$ cat src/rtl/quad_vertex_expander_top_assert.svh
// Assertion macros for the quad vertex expander.
// Included by the top level; depends on nothing else.
`ifndef QUAD_VERTEX_EXPANDER_TOP_ASSERT_SVH
`define QUAD_VERTEX_EXPANDER_TOP_ASSERT_SVH
`define QVE_ASSERT_IMPL(lbl, clk, rstn, ante, cons, msg) \
    lbl: assert property (@(posedge clk) disable iff (!rstn) (ante) |-> (cons)) \
        else $error(msg);
`define QVE_ASSERT_NEXT(lbl, clk, rstn, ante, cons, msg) \
    lbl: assert property (@(posedge clk) disable iff (!rstn) (ante) |=> (cons)) \
        else $error(msg);
`endif

$ cat src/rtl/qve_pkg.sv
// Shared types and constants of the quad vertex expander.
// Used by the controller, the datapath and the top level.
package qve_pkg;
    localparam logic [1:0] OP_BEGIN = 2'd0;
    localparam logic [1:0] OP_DRAW  = 2'd1;
    localparam logic [1:0] OP_END   = 2'd2;
    localparam logic [1:0] OP_NOP   = 2'd3;
    localparam logic [1:0] ST_OK    = 2'd0;
    localparam logic [1:0] ST_FULL  = 2'd1;
    localparam logic [1:0] ST_DROP  = 2'd2;

    typedef struct packed {
        logic load;
        logic search;
        logic trig;
        logic mul;
        logic emit;
        logic [1:0] corner;
        logic [1:0] kind;
    } qve_cmd_t;

    typedef struct packed {
        logic search_done;
        logic drop;
    } qve_stat_t;

    function automatic logic [16:0] sin_entry(input logic [5:0] k);
        logic [16:0] r;
        case (k)
            6'd0: r = 17'd0;      6'd1: r = 17'd3216;   6'd2: r = 17'd6424;
            6'd3: r = 17'd9616;   6'd4: r = 17'd12785;  6'd5: r = 17'd15924;
            6'd6: r = 17'd19024;  6'd7: r = 17'd22078;  6'd8: r = 17'd25080;
            6'd9: r = 17'd28020;  6'd10: r = 17'd30893; 6'd11: r = 17'd33692;
            6'd12: r = 17'd36410; 6'd13: r = 17'd39040; 6'd14: r = 17'd41576;
            6'd15: r = 17'd44011; 6'd16: r = 17'd46341; 6'd17: r = 17'd48559;
            6'd18: r = 17'd50660; 6'd19: r = 17'd52639; 6'd20: r = 17'd54491;
            6'd21: r = 17'd56212; 6'd22: r = 17'd57798; 6'd23: r = 17'd59244;
            6'd24: r = 17'd60547; 6'd25: r = 17'd61705; 6'd26: r = 17'd62714;
            6'd27: r = 17'd63572; 6'd28: r = 17'd64277; 6'd29: r = 17'd64827;
            6'd30: r = 17'd65220; 6'd31: r = 17'd65457;
            default: r = 17'd65536;
        endcase
        return r;
    endfunction

    // Signed sine in Q16 for a 16-bit angle, from the interpolated quarter wave.
    function automatic logic signed [17:0] fx_sin(input logic [15:0] a);
        logic [14:0] u;
        logic [5:0] i;
        logic [8:0] f;
        logic [16:0] t0;
        logic [16:0] t1;
        logic [26:0] p;
        logic [16:0] m;
        u = a[14] ? (15'd16384 - {1'b0, a[13:0]}) : {1'b0, a[13:0]};
        i = u[14:9];
        f = u[8:0];
        t0 = sin_entry(i);
        t1 = sin_entry(i + 6'd1);
        p = (t1 - t0) * f;
        m = (i >= 6'd32) ? 17'd65536 : t0 + p[25:9];
        return a[15] ? -$signed({1'b0, m}) : $signed({1'b0, m});
    endfunction
endpackage

$ cat src/rtl/qve_ctrl.sv
// Controller state machine of the quad vertex expander.
// Depends on qve_pkg; drives the datapath by command and status structs.
module qve_ctrl (
    input  logic              aclk,
    input  logic              aresetn,
    input  logic              in_fire,
    input  logic [1:0]        in_op,
    input  logic              out_free,
    input  qve_pkg::qve_stat_t stat,
    output logic              in_ready,
    output qve_pkg::qve_cmd_t cmd
);
    import qve_pkg::*;

    localparam logic [2:0] S_IDLE = 3'd0;
    localparam logic [2:0] S_SRCH = 3'd1;
    localparam logic [2:0] S_TRIG = 3'd2;
    localparam logic [2:0] S_MUL  = 3'd3;
    localparam logic [2:0] S_EMIT = 3'd4;

    logic [2:0] state_reg, state_next;
    logic [1:0] corner_reg, corner_next;
    logic [1:0] kind_reg, kind_next;

    assign in_ready = (state_reg == S_IDLE);

    always_comb begin
        state_next = state_reg;
        corner_next = corner_reg;
        kind_next = kind_reg;
        cmd = '0;
        cmd.corner = corner_reg;
        cmd.kind = kind_reg;
        case (state_reg)
            S_IDLE: begin
                if (in_fire) begin
                    cmd.load = 1'b1;
                    kind_next = in_op;
                    corner_next = 2'd0;
                    if (in_op == OP_DRAW) state_next = S_SRCH;
                    else if (in_op == OP_END) state_next = S_EMIT;
                end
            end
            S_SRCH: begin
                cmd.search = 1'b1;
                if (stat.drop) state_next = S_EMIT;
                else if (stat.search_done) state_next = S_TRIG;
            end
            S_TRIG: begin
                cmd.trig = 1'b1;
                state_next = S_MUL;
            end
            S_MUL: begin
                cmd.mul = 1'b1;
                state_next = S_EMIT;
            end
            S_EMIT: begin
                if (out_free) begin
                    cmd.emit = 1'b1;
                    if (kind_reg != OP_DRAW || stat.drop || corner_reg == 2'd3) begin
                        state_next = S_IDLE;
                    end else begin
                        corner_next = corner_reg + 2'd1;
                        state_next = S_MUL;
                    end
                end
            end
            default: state_next = S_IDLE;
        endcase
    end

    always_ff @(posedge aclk) begin
        if (!aresetn) begin
            state_reg <= S_IDLE;
            corner_reg <= '0;
            kind_reg <= '0;
        end else begin
            state_reg <= state_next;
            corner_reg <= corner_next;
            kind_reg <= kind_next;
        end
    end
endmodule

$ cat config.mk
export PLATFORM = sky130hd
export DESIGN_NAME = qve_ctrl
export DESIGN_NICKNAME = d
export VERILOG_FILES = /design/src/rtl/quad_vertex_expander_top_assert.svh /design/src/rtl/qve_pkg.sv /design/src/rtl/qve_ctrl.sv
export SDC_FILE = /design/constraint.sdc
export NUM_CORES = 1
export LEC_CHECK = 0
export BUFFER_PORTS_ARGS = -buffer_cell sky130_fd_sc_hd__buf_2
export CAP_MARGIN = 20
export CORE_AREA = 2 2 39 41
export DETAILED_ROUTE_END_ITERATION = 10
export DIE_AREA = 0 0 41 43
export GPL_ROUTABILITY_DRIVEN = 0
export HOLD_SLACK_MARGIN = 0.02
export PLACE_DENSITY = 0.62
export SETUP_SLACK_MARGIN = 0.02
export SLEW_MARGIN = 20
export SYNTH_ARGS = -nofsm -noshare
export SYNTH_HDL_FRONTEND = slang
export SYNTH_SLANG_ARGS = --single-unit
$ cat constraint.sdc
create_clock -name aclk -period 3.5 [get_ports aclk]
set_input_delay 0.7 -clock aclk [delete_from_list [all_inputs] [get_ports aclk]]
set_output_delay 0.7 -clock aclk [all_outputs]
set_load 0.01 [all_outputs]
# Word level (Yosys, flattened, before mapping)

Cells that the tools add are included.

Bits in registers: 7
Output and inout bits: 10
Word-level logic and storage cells: 43
Input port bits: 8

Add/subtract/negate cells: 1
Equal/unequal tests: 13
Reductions and logical operators: 7
Mux-type cells: 19

Operator list:

| cell                                                                  | count |
|---|---|
| 3-bit two-way mux                                                     | 6 |
| 3-bit one-hot mux with 5 select lines                                 | 1 |
| 2-bit two-way mux                                                     | 4 |
| 4-bit AND reduction                                                   | 2 |
| 1-bit two-way mux                                                     | 7 |
| 3-bit by 2-bit equality test with 1-bit output, second input constant | 2 |
| 2-bit != test, second input constant                                  | 3 |
| 2-bit equality test, second input constant                            | 2 |
| 2-bit one-hot mux with 2 select lines                                 | 1 |
| 3-bit by 1-bit equality test with 1-bit output, second input constant | 1 |
| 3-bit equality test, second input constant                            | 1 |
| 3-bit zero test                                                       | 1 |
| 3-bit by 1-bit != test with 1-bit output, second input constant       | 1 |
| 3-bit != test, second input constant                                  | 1 |
| 2-bit by 1-bit adder with 2-bit output, second input constant         | 1 |
| 2-bit by 1-bit equality test with 1-bit output, second input constant | 1 |
| 1-bit logical OR                                                      | 2 |
| 2-bit by 1-bit != test with 1-bit output, second input constant       | 1 |
| 2-bit AND reduction                                                   | 1 |
| 2-bit nonzero test                                                    | 1 |

# Longest topological paths before layout

Gate-level depths: netlist of the first run.

Depth after elaboration: 6
Depth in mapped cells: 6

# Worst setup path before layout of the first run

OpenSTA, ideal clock, no wires.

Kind: register to output
From: register state_reg[2]
To: output port cmd[8] (netlist bit)
Required time: 2.800 ns
Stages on the path, launching flop included: 5
Setup slack: 1.808 ns
Data arrival time: 0.992 ns
Path through: dfxtp_1 buf_6 nor3_2 and2_1 buf_4

RTL lines:

| element                  | RTL line       | source |
|---|---|---|
| start: declaration       | qve_ctrl.sv:21 | `logic [2:0] state_reg, state_next;` |
| start signal: assignment | qve_ctrl.sv:78 | `state_reg <= state_next;` |
| end: declaration         | qve_ctrl.sv:11 | `output qve_pkg::qve_cmd_t cmd` |

==> qor.json, run 1 <==
{
  "setup_path": {
    "critical_path.slowest_cell": "sky130_fd_sc_hd__dfxtp_1",
    "cp_cell_sequence": "nor3_2, and2_1, buf_2",
    "worst_setup_path_end_kind": "primary output",
    "setup.worst_path.class": "flip-flop to primary output",
    "crit-reg2reg-launch": "state_reg[0]",
    "startpoint": "state_reg[2]",
    "max_stage_delay_ns": 0.48,
    "highest_fanout_seen_on_the_critical_path": 19,
    "cp_data_required_time_ns": 2.80,
    "worst_setup_path_start_kind": "flip-flop",
    "timing.critical_path.arrival_ns": 1.44
  },
  "cts": {
    "cts-buffers-inserted": 3,
    "cts.sinks": 7,
    "clock_transition_at_path_regs_ns": 0.06,
    "cts_tree": "built",
    "max-clock-path-buffers": 2,
    "cts-resized-gates": 0,
    "worstSkewPairLatency_ns": 0.26,
    "root_cell_of_the_clock_tree": "sky130_fd_sc_hd__clkbuf_4",
    "htree_num_levels": 1,
    "number_of_setup_buffers_added_after_cts": 0,
    "holdBufCountCts": 0
  },
  "detailed_routing": {
    "num_vias": 508,
    "avgViaCountPerCell": 5.52,
    "drc_errors": 0,
    "routed_wl_um": 1120,
    "drt_first_iter_violations": 6,
    "route.detailed.wl_per_inst_um": 12.2,
    "route.antenna.remaining_nets": 0,
    "drt-pass1-iter-count": 4
  },
  "finish": {
    "areaGrowthSynthToFinish_pct": 19.4,
    "number_of_flip_flops_in_the_largest_register": 3,
    "share_of_cells_above_drive_strength_1_pct": 34.2,
    "most_common_cell_after_layout_fill_and_taps_aside": "sky130_fd_sc_hd__buf_2",
    "layoutNonFillerInstCount": 92,
    "most_used_cells_in_the_layout_excluding_fill_and_tap_cells": "17 x sky130_fd_sc_hd__buf_2, 7 x sky130_fd_sc_hd__dfxtp_1, 5 x sky130_fd_sc_hd__o21ai_0",
    "num_antenna_cells": 0,
    "final_net_count": 86
  },
  "global_routing": {
    "antenna_found_initial": 0,
    "first_global_vias": 417,
    "global_route_wire_length_before_repair_um": 1750,
    "grt_max_degree": 20,
    "grt.total_usage_pct": 14.6,
    "grt.overflow.total": 0
  },
  "sta": {
    "final.setup.tns_ns": 0,
    "finalCriticalPeriod_ns": 2.14,
    "maxClockFrequency_ghz": 0.467,
    "max_transition_viols_final": 0,
    "transition_at_the_pin_with_the_smallest_max_transition_slack_ns": 0.551,
    "hold_slack_ns": 0.536,
    "grt_setup_unrepaired": "false",
    "normalized_max_slew_margin_pct": 63.2,
    "final.setup_skew_ns": 0.00287,
    "hold_viol_final": 0,
    "setup-violations-final": 0,
    "finalCritPeriodShare_pct": 61.2
  },
  "yosys": {
    "postSynthCellCount": 60,
    "synth_top_flop_cell": "sky130_fd_sc_hd__dfxtp_1",
    "post_synth_mux_area_share_pct": 3.83,
    "synth.net_count": 69,
    "synth_edf_count": 0,
    "yosysSeqAreaShare_pct": 26.8,
    "postSynthAreaPerCell_um2": 8.72,
    "asyncSetResetFlopFracSynth_pct": 0,
    "yosys_warnings": 0,
    "synth_fa_ha_area_share_pct": 2.39,
    "post_synth_xor_area_fraction_pct": 0,
    "synth-seq-cells": 7,
    "post_synth_instance_area_um2": 523,
    "synth_compound_area_share_pct": 26.6,
    "largest_family_of_logic_cells_by_synthesized_area": "simple AND/OR/NAND/NOR gates",
    "synth.distinct_cells": 34,
    "yosys.area_share.simple_pct": 33.0
  },
  "die": {
    "placement_rows": 14,
    "die_x_um": 41,
    "fp.dieArea_um2": 1760,
    "floorplan.initialDensity_pct": 37.8,
    "chipHeight_um": 43,
    "top_level_ports": 18,
    "fp.coreArea_um2": 1380
  },
  "placement": {
    "place.port_buffers": 17,
    "place_inst": 88,
    "detail_placement_hpwl_um": 839
  },
  "job": {
    "max-cap-violations": 0
  },
  "power_and_ir_drop": {
    "seq_power_share_pct": 36.2,
    "comb_power_share_pct": 42.9,
    "internal_power_w": 0.000217,
    "clock_power_share_pct": 20.9,
    "max-vdd-ir-drop_mv": 0.247,
    "p_leak_nw": 0.276,
    "sw_frac_of_total_pct": 42.3,
    "total_switching_power_w": 0.000159,
    "power_density_nw_per_um2": 603
  },
  "hold_path": {
    "min-delay-start": "kind_reg[0]",
    "timing.hold.worst.class": "flip-flop to flip-flop"
  },
  "run_status": {
    "run_status": "completed"
  }
}
## power by group through the flow
stage	Combinational (W)	Sequential [W]	Clock, W
6_report	0.000162	0.000136	0.0000787
3_3_place_gp	0.000162	0.000137	0
2_1_floorplan	0.000164	0.000108	0
3_5_place_dp	0.000162	0.000137	0
5_1_grt	0.000179	0.000141	0.0000851
4_1_cts	0.000164	0.000136	0.0000830
## final cells by class
class,instances,area (µm²)
Sequential cell,7,140
Tap cell,16,20.0
Clock inverter,1,5.00
Timing Repair Buffer,17,85.1
Fill cell,140,759
Inverter,2,7.51
Clock buffer,3,22.5
Multi-Input combinational cell,46,344
## layer usage
| metal | GRT usage [%] | vias up | share of wire, % |
|---|---|---|---|
| met5 | 0 | - | 0 |
| met4 | 4.00 | 0 | 0 |
| met3 | 7.85 | 0 | 6.4 |
| met2 | 20.9 | 14 | 45 |
| met1 | 18.3 | 239 | 49 |
| li1 | - | 255 | - |
## path summary, 6_finish.rpt
path / slack, ns / cells past startpoint / endpoint
max reg2reg: 2.02 / 4 / state_reg[2]
min: 0.54 / 2 / kind_reg[0]
min reg2reg: 0.54 / 2 / kind_reg[0]
max: 1.36 / 3 / cmd[8]
## cells by family (layout without fill, tap and decap cells)
family | after synthesis | in the layout
compound gates | 18 | 18
fa+ha+maj | 1 | 1
buf+inv | 7 | 23
flops | 7 | 7
mux | 2 | 2
simple gates | 25 | 25
## metrics by stage
step	total power, W	cell area [µm²]	util, %	setup slack, ns
global placement	0.000299	597	43.1	1.58
detailed placement	0.000299	597	43.1	1.57
floorplan	0.000272	523	-	1.81
global route	0.000405	624	45.1	1.23
CTS	0.000382	624	45.1	1.35
finish	0.000377	624	45.1	1.36
## cell usage after synthesis (3+ instances only)
cell / instances / area [µm²]
sky130_fd_sc_hd__dfxtp_1: 7 / 140
sky130_fd_sc_hd__o21ai_0: 5 / 25.0
sky130_fd_sc_hd__nand2b_1: 4 / 25.0
sky130_fd_sc_hd__nand2_1: 3 / 11.3
sky130_fd_sc_hd__nor2_1: 3 / 11.3
sky130_fd_sc_hd__nor2b_1: 3 / 18.8
## worst max-delay path: cells and delay by family (launching register included)
| kind | cells | cell delay (ns) |
|---|---|---|
| and+or+nand+nor | 2 | 0.54 |
| buffers and inverters | 1 | 0.16 |
| DFF | 1 | 0.48 |
Power figures use the tool's default switching activity.
==> inputs of run 2 (changes only) <==
clock period = 2.21 ns   (was 3.5 ns; I/O delays follow)
==> qor.json, run 2 (synthesis gave the netlist of run 1 again) <==
{
  "run_status": {
    "run_status": "completed"
  },
  "power_and_ir_drop": {
    "power_density": {"value": 948, "unit": "nW/µm²", "change": "+57%"},
    "final_total_pwr": {"value": 0.000590, "unit": "W", "change": "+57%"},
    "total_switching_power": {"value": 0.000243, "unit": "W", "change": "+53%"},
    "p_leak": {"value": 0.273, "unit": "nW", "change": "-0.99%"},
    "clock_power_share": {"value": 20.4, "unit": "%", "change": "-0.5 points"},
    "sw_frac_of_total": {"value": 41.2, "unit": "%", "change": "-1.0 points"},
    "internal_power": {"value": 0.000347, "unit": "W", "change": "+60%"},
    "seq_power_share": {"value": 36.5, "unit": "%", "change": "+0.3 points"},
    "comb_power_share": {"value": 43.1, "unit": "%", "change": "+0.2 points"},
    "max-vdd-ir-drop": {"value": 0.442, "unit": "mV", "change": "+79%"}
  },
  "die": {
    "fp.dieArea": {"value": 1760, "unit": "µm²", "change": "unchanged"},
    "fp.coreArea": {"value": 1380, "unit": "µm²", "change": "unchanged"},
    "placement_rows": {"value": 14, "change": "unchanged"},
    "floorplan.initialDensity": {"value": 37.8, "unit": "%", "change": "unchanged"},
    "chipHeight": {"value": 43, "unit": "µm", "change": "unchanged"},
    "top_level_ports": {"value": 18, "change": "unchanged"},
    "die_x": {"value": 41, "unit": "µm", "change": "unchanged"}
  },
  "global_routing": {
    "first_global_vias": {"value": 425, "change": "+1.9%"},
    "grt_max_degree": {"value": 20, "change": "unchanged"},
    "antenna_found_initial": {"value": 0, "change": "unchanged"},
    "grt.overflow.total": {"value": 0, "change": "unchanged"},
    "global_route_wire_length_before_repair": {"value": 1910, "unit": "µm", "change": "+9.5%"},
    "grt.total_usage": {"value": 16.5, "unit": "%", "change": "+2.0 points"}
  },
  "sta": {
    "final.setup.tns": {"value": 0, "unit": "ns", "change": "unchanged"},
    "final.setup.worst_slack": {"value": 0.324, "unit": "ns", "change": "-1.03 ns"},
    "normalized_max_slew_margin": {"value": 64.8, "unit": "%", "change": "+1.6 points"},
    "transition_at_the_pin_with_the_smallest_max_transition_slack": {"value": 0.528, "unit": "ns", "change": "-0.0238 ns"},
    "finalCriticalPeriod_ns": 1.89,
    "max_transition_viols_final": {"value": 0, "change": "unchanged"},
    "final.setup_skew": {"value": 0.00511, "unit": "ns", "change": "+0.00224 ns"},
    "hold_viol_final": {"value": 0, "change": "unchanged"},
    "setup-violations-final": {"value": 0, "change": "unchanged"},
    "maxClockFrequency_ghz": 0.530,
    "grt_setup_unrepaired": "false",
    "finalCritPeriodShare_pct": 85.3
  },
  "cts": {
    "worstSkewPairLatency": {"value": 0.26, "unit": "ns", "change": "about the same"},
    "number_of_setup_buffers_added_after_cts": {"value": 0, "change": "unchanged"},
    "cts-buffers-inserted": {"value": 3, "change": "unchanged"},
    "cts.sinks": {"value": 7, "change": "unchanged"},
    "htree_num_levels": {"value": 1, "change": "unchanged"},
    "holdBufCountCts": {"value": 0, "change": "unchanged"},
    "cts-resized-gates": {"value": 0, "change": "unchanged"},
    "root_cell_of_the_clock_tree": "sky130_fd_sc_hd__clkbuf_4",
    "clock_transition_at_path_regs": {"value": 0.05, "unit": "ns", "change": "about the same"},
    "max-clock-path-buffers": {"value": 2, "change": "unchanged"},
    "cts_tree": "built"
  },
  "finish": {
    "share_of_cells_above_drive_strength_1": {"value": 32.9, "unit": "%", "change": "-1.3 points"},
    "areaGrowthSynthToFinish_pct": 19.1,
    "final_net_count": {"value": 86, "change": "unchanged"},
    "most_common_cell_after_layout_fill_and_taps_aside": "sky130_fd_sc_hd__buf_2",
    "most_used_cells_in_the_layout_excluding_fill_and_tap_cells": "17 x sky130_fd_sc_hd__buf_2, 7 x sky130_fd_sc_hd__dfxtp_1, 5 x sky130_fd_sc_hd__o21ai_0",
    "number_of_flip_flops_in_the_largest_register": {"value": 3, "change": "unchanged"},
    "num_antenna_cells": {"value": 0, "change": "unchanged"},
    "layoutNonFillerInstCount": {"value": 92, "change": "unchanged"}
  },
  "placement": {
    "place.port_buffers": {"value": 17, "change": "unchanged"},
    "place_inst": {"value": 88, "change": "unchanged"},
    "post-place-ws": {"value": 0.609, "unit": "ns", "change": "-0.959 ns"},
    "detail_placement_hpwl": {"value": 854, "unit": "µm", "change": "+1.8%"}
  },
  "setup_path": {
    "worst_setup_path_start_kind": "flip-flop",
    "highest_fanout_seen_on_the_critical_path": {"value": 19, "change": "unchanged"},
    "timing.critical_path.arrival": {"value": 1.44, "unit": "ns", "change": "about the same"},
    "worst_setup_path_end_kind": "primary output",
    "cp_data_required_time": {"value": 1.77, "unit": "ns", "change": "-1.03 ns"},
    "setup.worst_path.class": "flip-flop to primary output"
  },
  "detailed_routing": {
    "drt-pass1-iter-count": {"value": 4, "change": "unchanged"},
    "avgViaCountPerCell": {"value": 5.50, "change": "-0.39%"},
    "routed_wl": {"value": 1160, "unit": "µm", "change": "+3.0%"},
    "route.antenna.remaining_nets": {"value": 0, "change": "unchanged"},
    "drc_errors": {"value": 0, "change": "unchanged"},
    "drt_first_iter_violations": {"value": 9, "change": "+3"},
    "route.detailed.wl_per_inst": {"value": 12.6, "unit": "µm", "change": "+3.0%"},
    "num_vias": {"value": 506, "change": "-0.39%"}
  },
  "job": {
    "max-cap-violations": {"value": 0, "change": "unchanged"}
  },
  "hold_path": {
    "timing.hold.worst.class": "primary input to flip-flop"
  }
}
## run 2: power by group through the flow
stage | Sequential (W) | Clock (W) | Combinational (W)
after floorplan | 0.000170 | 0 | 0.000260
after global placement | 0.000216 | 0 | 0.000257
after detailed placement | 0.000217 | 0 | 0.000255
after CTS | 0.000215 | 0.000126 | 0.000256
after global routing | 0.000225 | 0.000134 | 0.000283
final | 0.000216 | 0.000120 | 0.000255
## run 2: per-layer routing
metal	GRT usage (%)	vias up	share of wire, %
met5	0	-	0
met4	8.00	0	1.0
met3	9.42	2	7.9
met2	21.6	17	46
met1	21.2	232	45
li1	-	255	-
## run 2: path summary, 6_finish.rpt
path | from | to | slack [ns] | cells past startpoint
setup / recovery | state_reg[2] | cmd[8] | 0.32 | 3
hold / removal | aresetn | state_reg[2] | 0.44 | 2
setup reg to reg | state_reg[0] | state_reg[2] | 0.72 | 4
hold reg to reg | kind_reg[0] | kind_reg[0] | 0.52 | 2
## run 2: cell type report
cell class,count,area (µm²)
clock buffer,4,26.3
sequential,7,140
multi-input combinational,46,344
inverter,2,7.51
timing repair buffer,17,85.1
tap,16,20.0
fill,148,761
## run 2: critical path, cell delays in order, from the launching register on
cell	delay, ns
sky130_fd_sc_hd__dfxtp_1	0.47
sky130_fd_sc_hd__nor3_2	0.32
sky130_fd_sc_hd__and2_1	0.25
sky130_fd_sc_hd__buf_2	0.16
## run 2: per-stage QoR
stage	hold WS (ns)	util, %	cell area [µm²]
2_1_floorplan	0.541	-	523
3_3_place_gp	0.509	43.1	597
3_5_place_dp	0.523	43.1	597
4_1_cts	0.434	45.0	623
5_1_grt	0.439	45.0	623
6_report	0.438	45.0	623
==> inputs of run 3 (changes only) <==
PLACE_DENSITY = 0.65   (was 0.62)
==> qor.json, run 3 (synthesis gave the netlist of run 1 again) <==
{
  "run_status": {
    "run_status": "completed"
  },
  "global_routing": {
    "grt.total_usage": {"value": 15.0, "unit": "%", "change": "-1.5 points"},
    "first_global_vias": {"value": 424, "change": "-0.24%"},
    "grt_max_degree": {"value": 14, "change": "-30%"},
    "grt.overflow.total": {"value": 0, "change": "unchanged"},
    "antenna_found_initial": {"value": 0, "change": "unchanged"},
    "global_route_wire_length_before_repair": {"value": 1770, "unit": "µm", "change": "-7.2%"}
  },
  "detailed_routing": {
    "routed_wl": {"value": 1160, "unit": "µm", "change": "+0.35%"},
    "route.detailed.wl_per_inst": {"value": 12.5, "unit": "µm", "change": "-0.73%"},
    "route.antenna.remaining_nets": {"value": 0, "change": "unchanged"},
    "drt-pass1-iter-count": {"value": 4, "change": "unchanged"},
    "num_vias": {"value": 511, "change": "+0.99%"},
    "drt_first_iter_violations": {"value": 7, "change": "-2"},
    "drc_errors": {"value": 0, "change": "unchanged"},
    "avgViaCountPerCell": {"value": 5.49, "change": "about the same"}
  },
  "die": {
    "floorplan.initialDensity": {"value": 37.8, "unit": "%", "change": "unchanged"},
    "die_x": {"value": 41, "unit": "µm", "change": "unchanged"},
    "placement_rows": {"value": 14, "change": "unchanged"},
    "chipHeight": {"value": 43, "unit": "µm", "change": "unchanged"},
    "fp.dieArea": {"value": 1760, "unit": "µm²", "change": "unchanged"},
    "top_level_ports": {"value": 18, "change": "unchanged"},
    "fp.coreArea": {"value": 1380, "unit": "µm²", "change": "unchanged"}
  },
  "power_and_ir_drop": {
    "max-vdd-ir-drop": {"value": 0.419, "unit": "mV", "change": "-5.3%"},
    "total_switching_power": {"value": 0.000248, "unit": "W", "change": "+1.9%"},
    "clock_power_share": {"value": 19.7, "unit": "%", "change": "-0.7 points"},
    "p_leak": {"value": 0.278, "unit": "nW", "change": "+1.9%"},
    "power_density": {"value": 959, "unit": "nW/µm²", "change": "+1.2%"},
    "comb_power_share": {"value": 46.3, "unit": "%", "change": "+3.2 points"},
    "internal_power": {"value": 0.000357, "unit": "W", "change": "+2.8%"},
    "sw_frac_of_total": {"value": 41.0, "unit": "%", "change": "-0.20 points"},
    "seq_power_share": {"value": 34.0, "unit": "%", "change": "-2.5 points"}
  },
  "hold_path": {
    "hold-path-cell-count": {"value": 2, "change": "unchanged"},
    "min-delay-start": "aresetn",
    "timing.hold.worst.class": "primary input to flip-flop",
    "worst_hold_path.endpoint": "state_reg[2]"
  },
  "finish": {
    "most_common_cell_after_layout_fill_and_taps_aside": "sky130_fd_sc_hd__buf_2",
    "most_used_cells_in_the_layout_excluding_fill_and_tap_cells": "17 x sky130_fd_sc_hd__buf_2, 7 x sky130_fd_sc_hd__dfxtp_1, 5 x sky130_fd_sc_hd__o21ai_0",
    "footprint_of_the_multi_input_gates": {"value": 344, "unit": "µm²", "change": "unchanged"},
    "areaGrowthSynthToFinish_pct": 20.6,
    "final_util": {"value": 45.6, "unit": "%", "change": "+0.54 points"},
    "finish.instance_area": {"value": 631, "unit": "µm²", "change": "+1.2%"},
    "final_net_count": {"value": 87, "change": "+1.2%"},
    "share_of_cells_above_drive_strength_1": {"value": 33.8, "unit": "%", "change": "+0.87 points"},
    "seqCellArea": {"value": 140, "unit": "µm²", "change": "unchanged"},
    "num_antenna_cells": {"value": 0, "change": "unchanged"},
    "fillerInstances": {"value": 136, "change": "-8.1%"},
    "number_of_flip_flops_in_the_largest_register": {"value": 3, "change": "unchanged"},
    "layoutNonFillerInstCount": {"value": 93, "change": "+1.1%"}
  },
  "setup_path": {
    "cp_cell_sequence": "nor3_2, and2_1, buf_2",
    "rr_endpoint": "state_reg[2]",
    "worst_setup_path_end_kind": "primary output",
    "cp_data_required_time": {"value": 1.77, "unit": "ns", "change": "about the same"},
    "highest_fanout_seen_on_the_critical_path": {"value": 13, "change": "-6"},
    "critical_path.slowest_cell": "sky130_fd_sc_hd__dfxtp_1",
    "startpoint": "state_reg[1]",
    "timing.critical_path.arrival": {"value": 1.38, "unit": "ns", "change": "-0.06 ns"},
    "rrSetupSlack": {"value": 0.71, "unit": "ns", "change": "about the same"},
    "worstRegToRegCells": {"value": 5, "change": "+1"},
    "crit-reg2reg-launch": "state_reg[2]",
    "setup.worst_path.class": "flip-flop to primary output",
    "max_stage_delay": {"value": 0.43, "unit": "ns", "change": "-0.04 ns"},
    "worst_setup_path_start_kind": "flip-flop"
  },
  "sta": {
    "finalCriticalPeriod": {"value": 1.83, "unit": "ns", "change": "-0.0605 ns"},
    "transition_at_the_pin_with_the_smallest_max_transition_slack": {"value": 0.411, "unit": "ns", "change": "-0.117 ns"},
    "finalCritPeriodShare": {"value": 82.6, "unit": "%", "change": "-2.7 points"},
    "final.setup_skew": {"value": 0.00547, "unit": "ns", "change": "+0.000364 ns"},
    "maxClockFrequency": {"value": 0.548, "unit": "GHz", "change": "+3.3%"},
    "grt_setup_unrepaired": "false",
    "final.setup.tns": {"value": 0, "unit": "ns", "change": "unchanged"},
    "normalized_max_slew_margin": {"value": 72.6, "unit": "%", "change": "+7.8 points"},
    "setup-violations-final": {"value": 0, "change": "unchanged"},
    "hold_viol_final": {"value": 0, "change": "unchanged"},
    "max_transition_viols_final": {"value": 0, "change": "unchanged"}
  },
  "cts": {
    "cts-buffers-inserted": {"value": 3, "change": "unchanged"},
    "cts.sinks": {"value": 7, "change": "unchanged"},
    "number_of_setup_buffers_added_after_cts": {"value": 0, "change": "unchanged"},
    "max-clock-path-buffers": {"value": 2, "change": "unchanged"},
    "htree_num_levels": {"value": 1, "change": "unchanged"},
    "cts-resized-gates": {"value": 0, "change": "unchanged"},
    "root_cell_of_the_clock_tree": "sky130_fd_sc_hd__clkbuf_4",
    "worstSkewPairLatency": {"value": 0.25, "unit": "ns", "change": "about the same"},
    "cts_tree": "built",
    "clock_transition_at_path_regs": {"value": 0.05, "unit": "ns", "change": "about the same"},
    "holdBufCountCts": {"value": 0, "change": "unchanged"}
  },
  "job": {
    "max-cap-violations": {"value": 0, "change": "unchanged"}
  },
  "placement": {
    "place.port_buffers": {"value": 17, "change": "unchanged"},
    "placed_area": {"value": 604, "unit": "µm²", "change": "+1.3%"},
    "detail_placement_hpwl": {"value": 922, "unit": "µm", "change": "+7.9%"},
    "place_inst": {"value": 89, "change": "+1.1%"}
  }
}
[run 3: worst max path at each step]
stage,depth (start not counted),endpoint
after floorplan,4,cmd[8]
after global placement,3,cmd[8]
after detailed placement,3,cmd[8]
after CTS,3,cmd[8]
after global routing,3,cmd[8]
final,3,cmd[8]
[run 3: per-stage QoR]
stage	setup WS (ns)	hold WS, ns	power [W]
floorplan	0.776	0.541	0.000430
global placement	0.661	0.511	0.000481
detailed placement	0.673	0.515	0.000486
CTS	0.373	0.445	0.000609
global route	0.272	0.444	0.000645
finish	0.385	0.449	0.000605
[run 3: layout make-up]
cell class	instances	share of cell area, %
multi-input cells	46	54.6
flip-flops and latches	7	22.2
repair buffers	18	14.7
clock buffers	4	4.17
well taps	16	3.17
inverters	2	1.19
[run 3: critical path, delay by kind of cell (launching register included)]
family,cells,cell delay (ns)
flops,1,0.43
simple gates,2,0.55
buf+inv,1,0.16
[run 3: power by group through the flow]
stage          Combinational [W]  Sequential, W  Clock (W)
4_1_cts                 0.000283       0.000203   0.000123
3_3_place_gp            0.000275       0.000206          0
2_1_floorplan           0.000260       0.000170          0
3_5_place_dp            0.000280       0.000206          0
6_report                0.000280       0.000206   0.000119
5_1_grt                 0.000303       0.000211   0.000131
[run 3: per-layer routing]
metal	share of wire [%]	vias up	wire length, µm	global-route usage, %
met2	52	11	605	23.8
met3	4.3	4	50	4.71
met1	42	240	483	16.9
met5	0	-	0	0
li1	-	256	-	-
met4	2.0	0	23	8.00
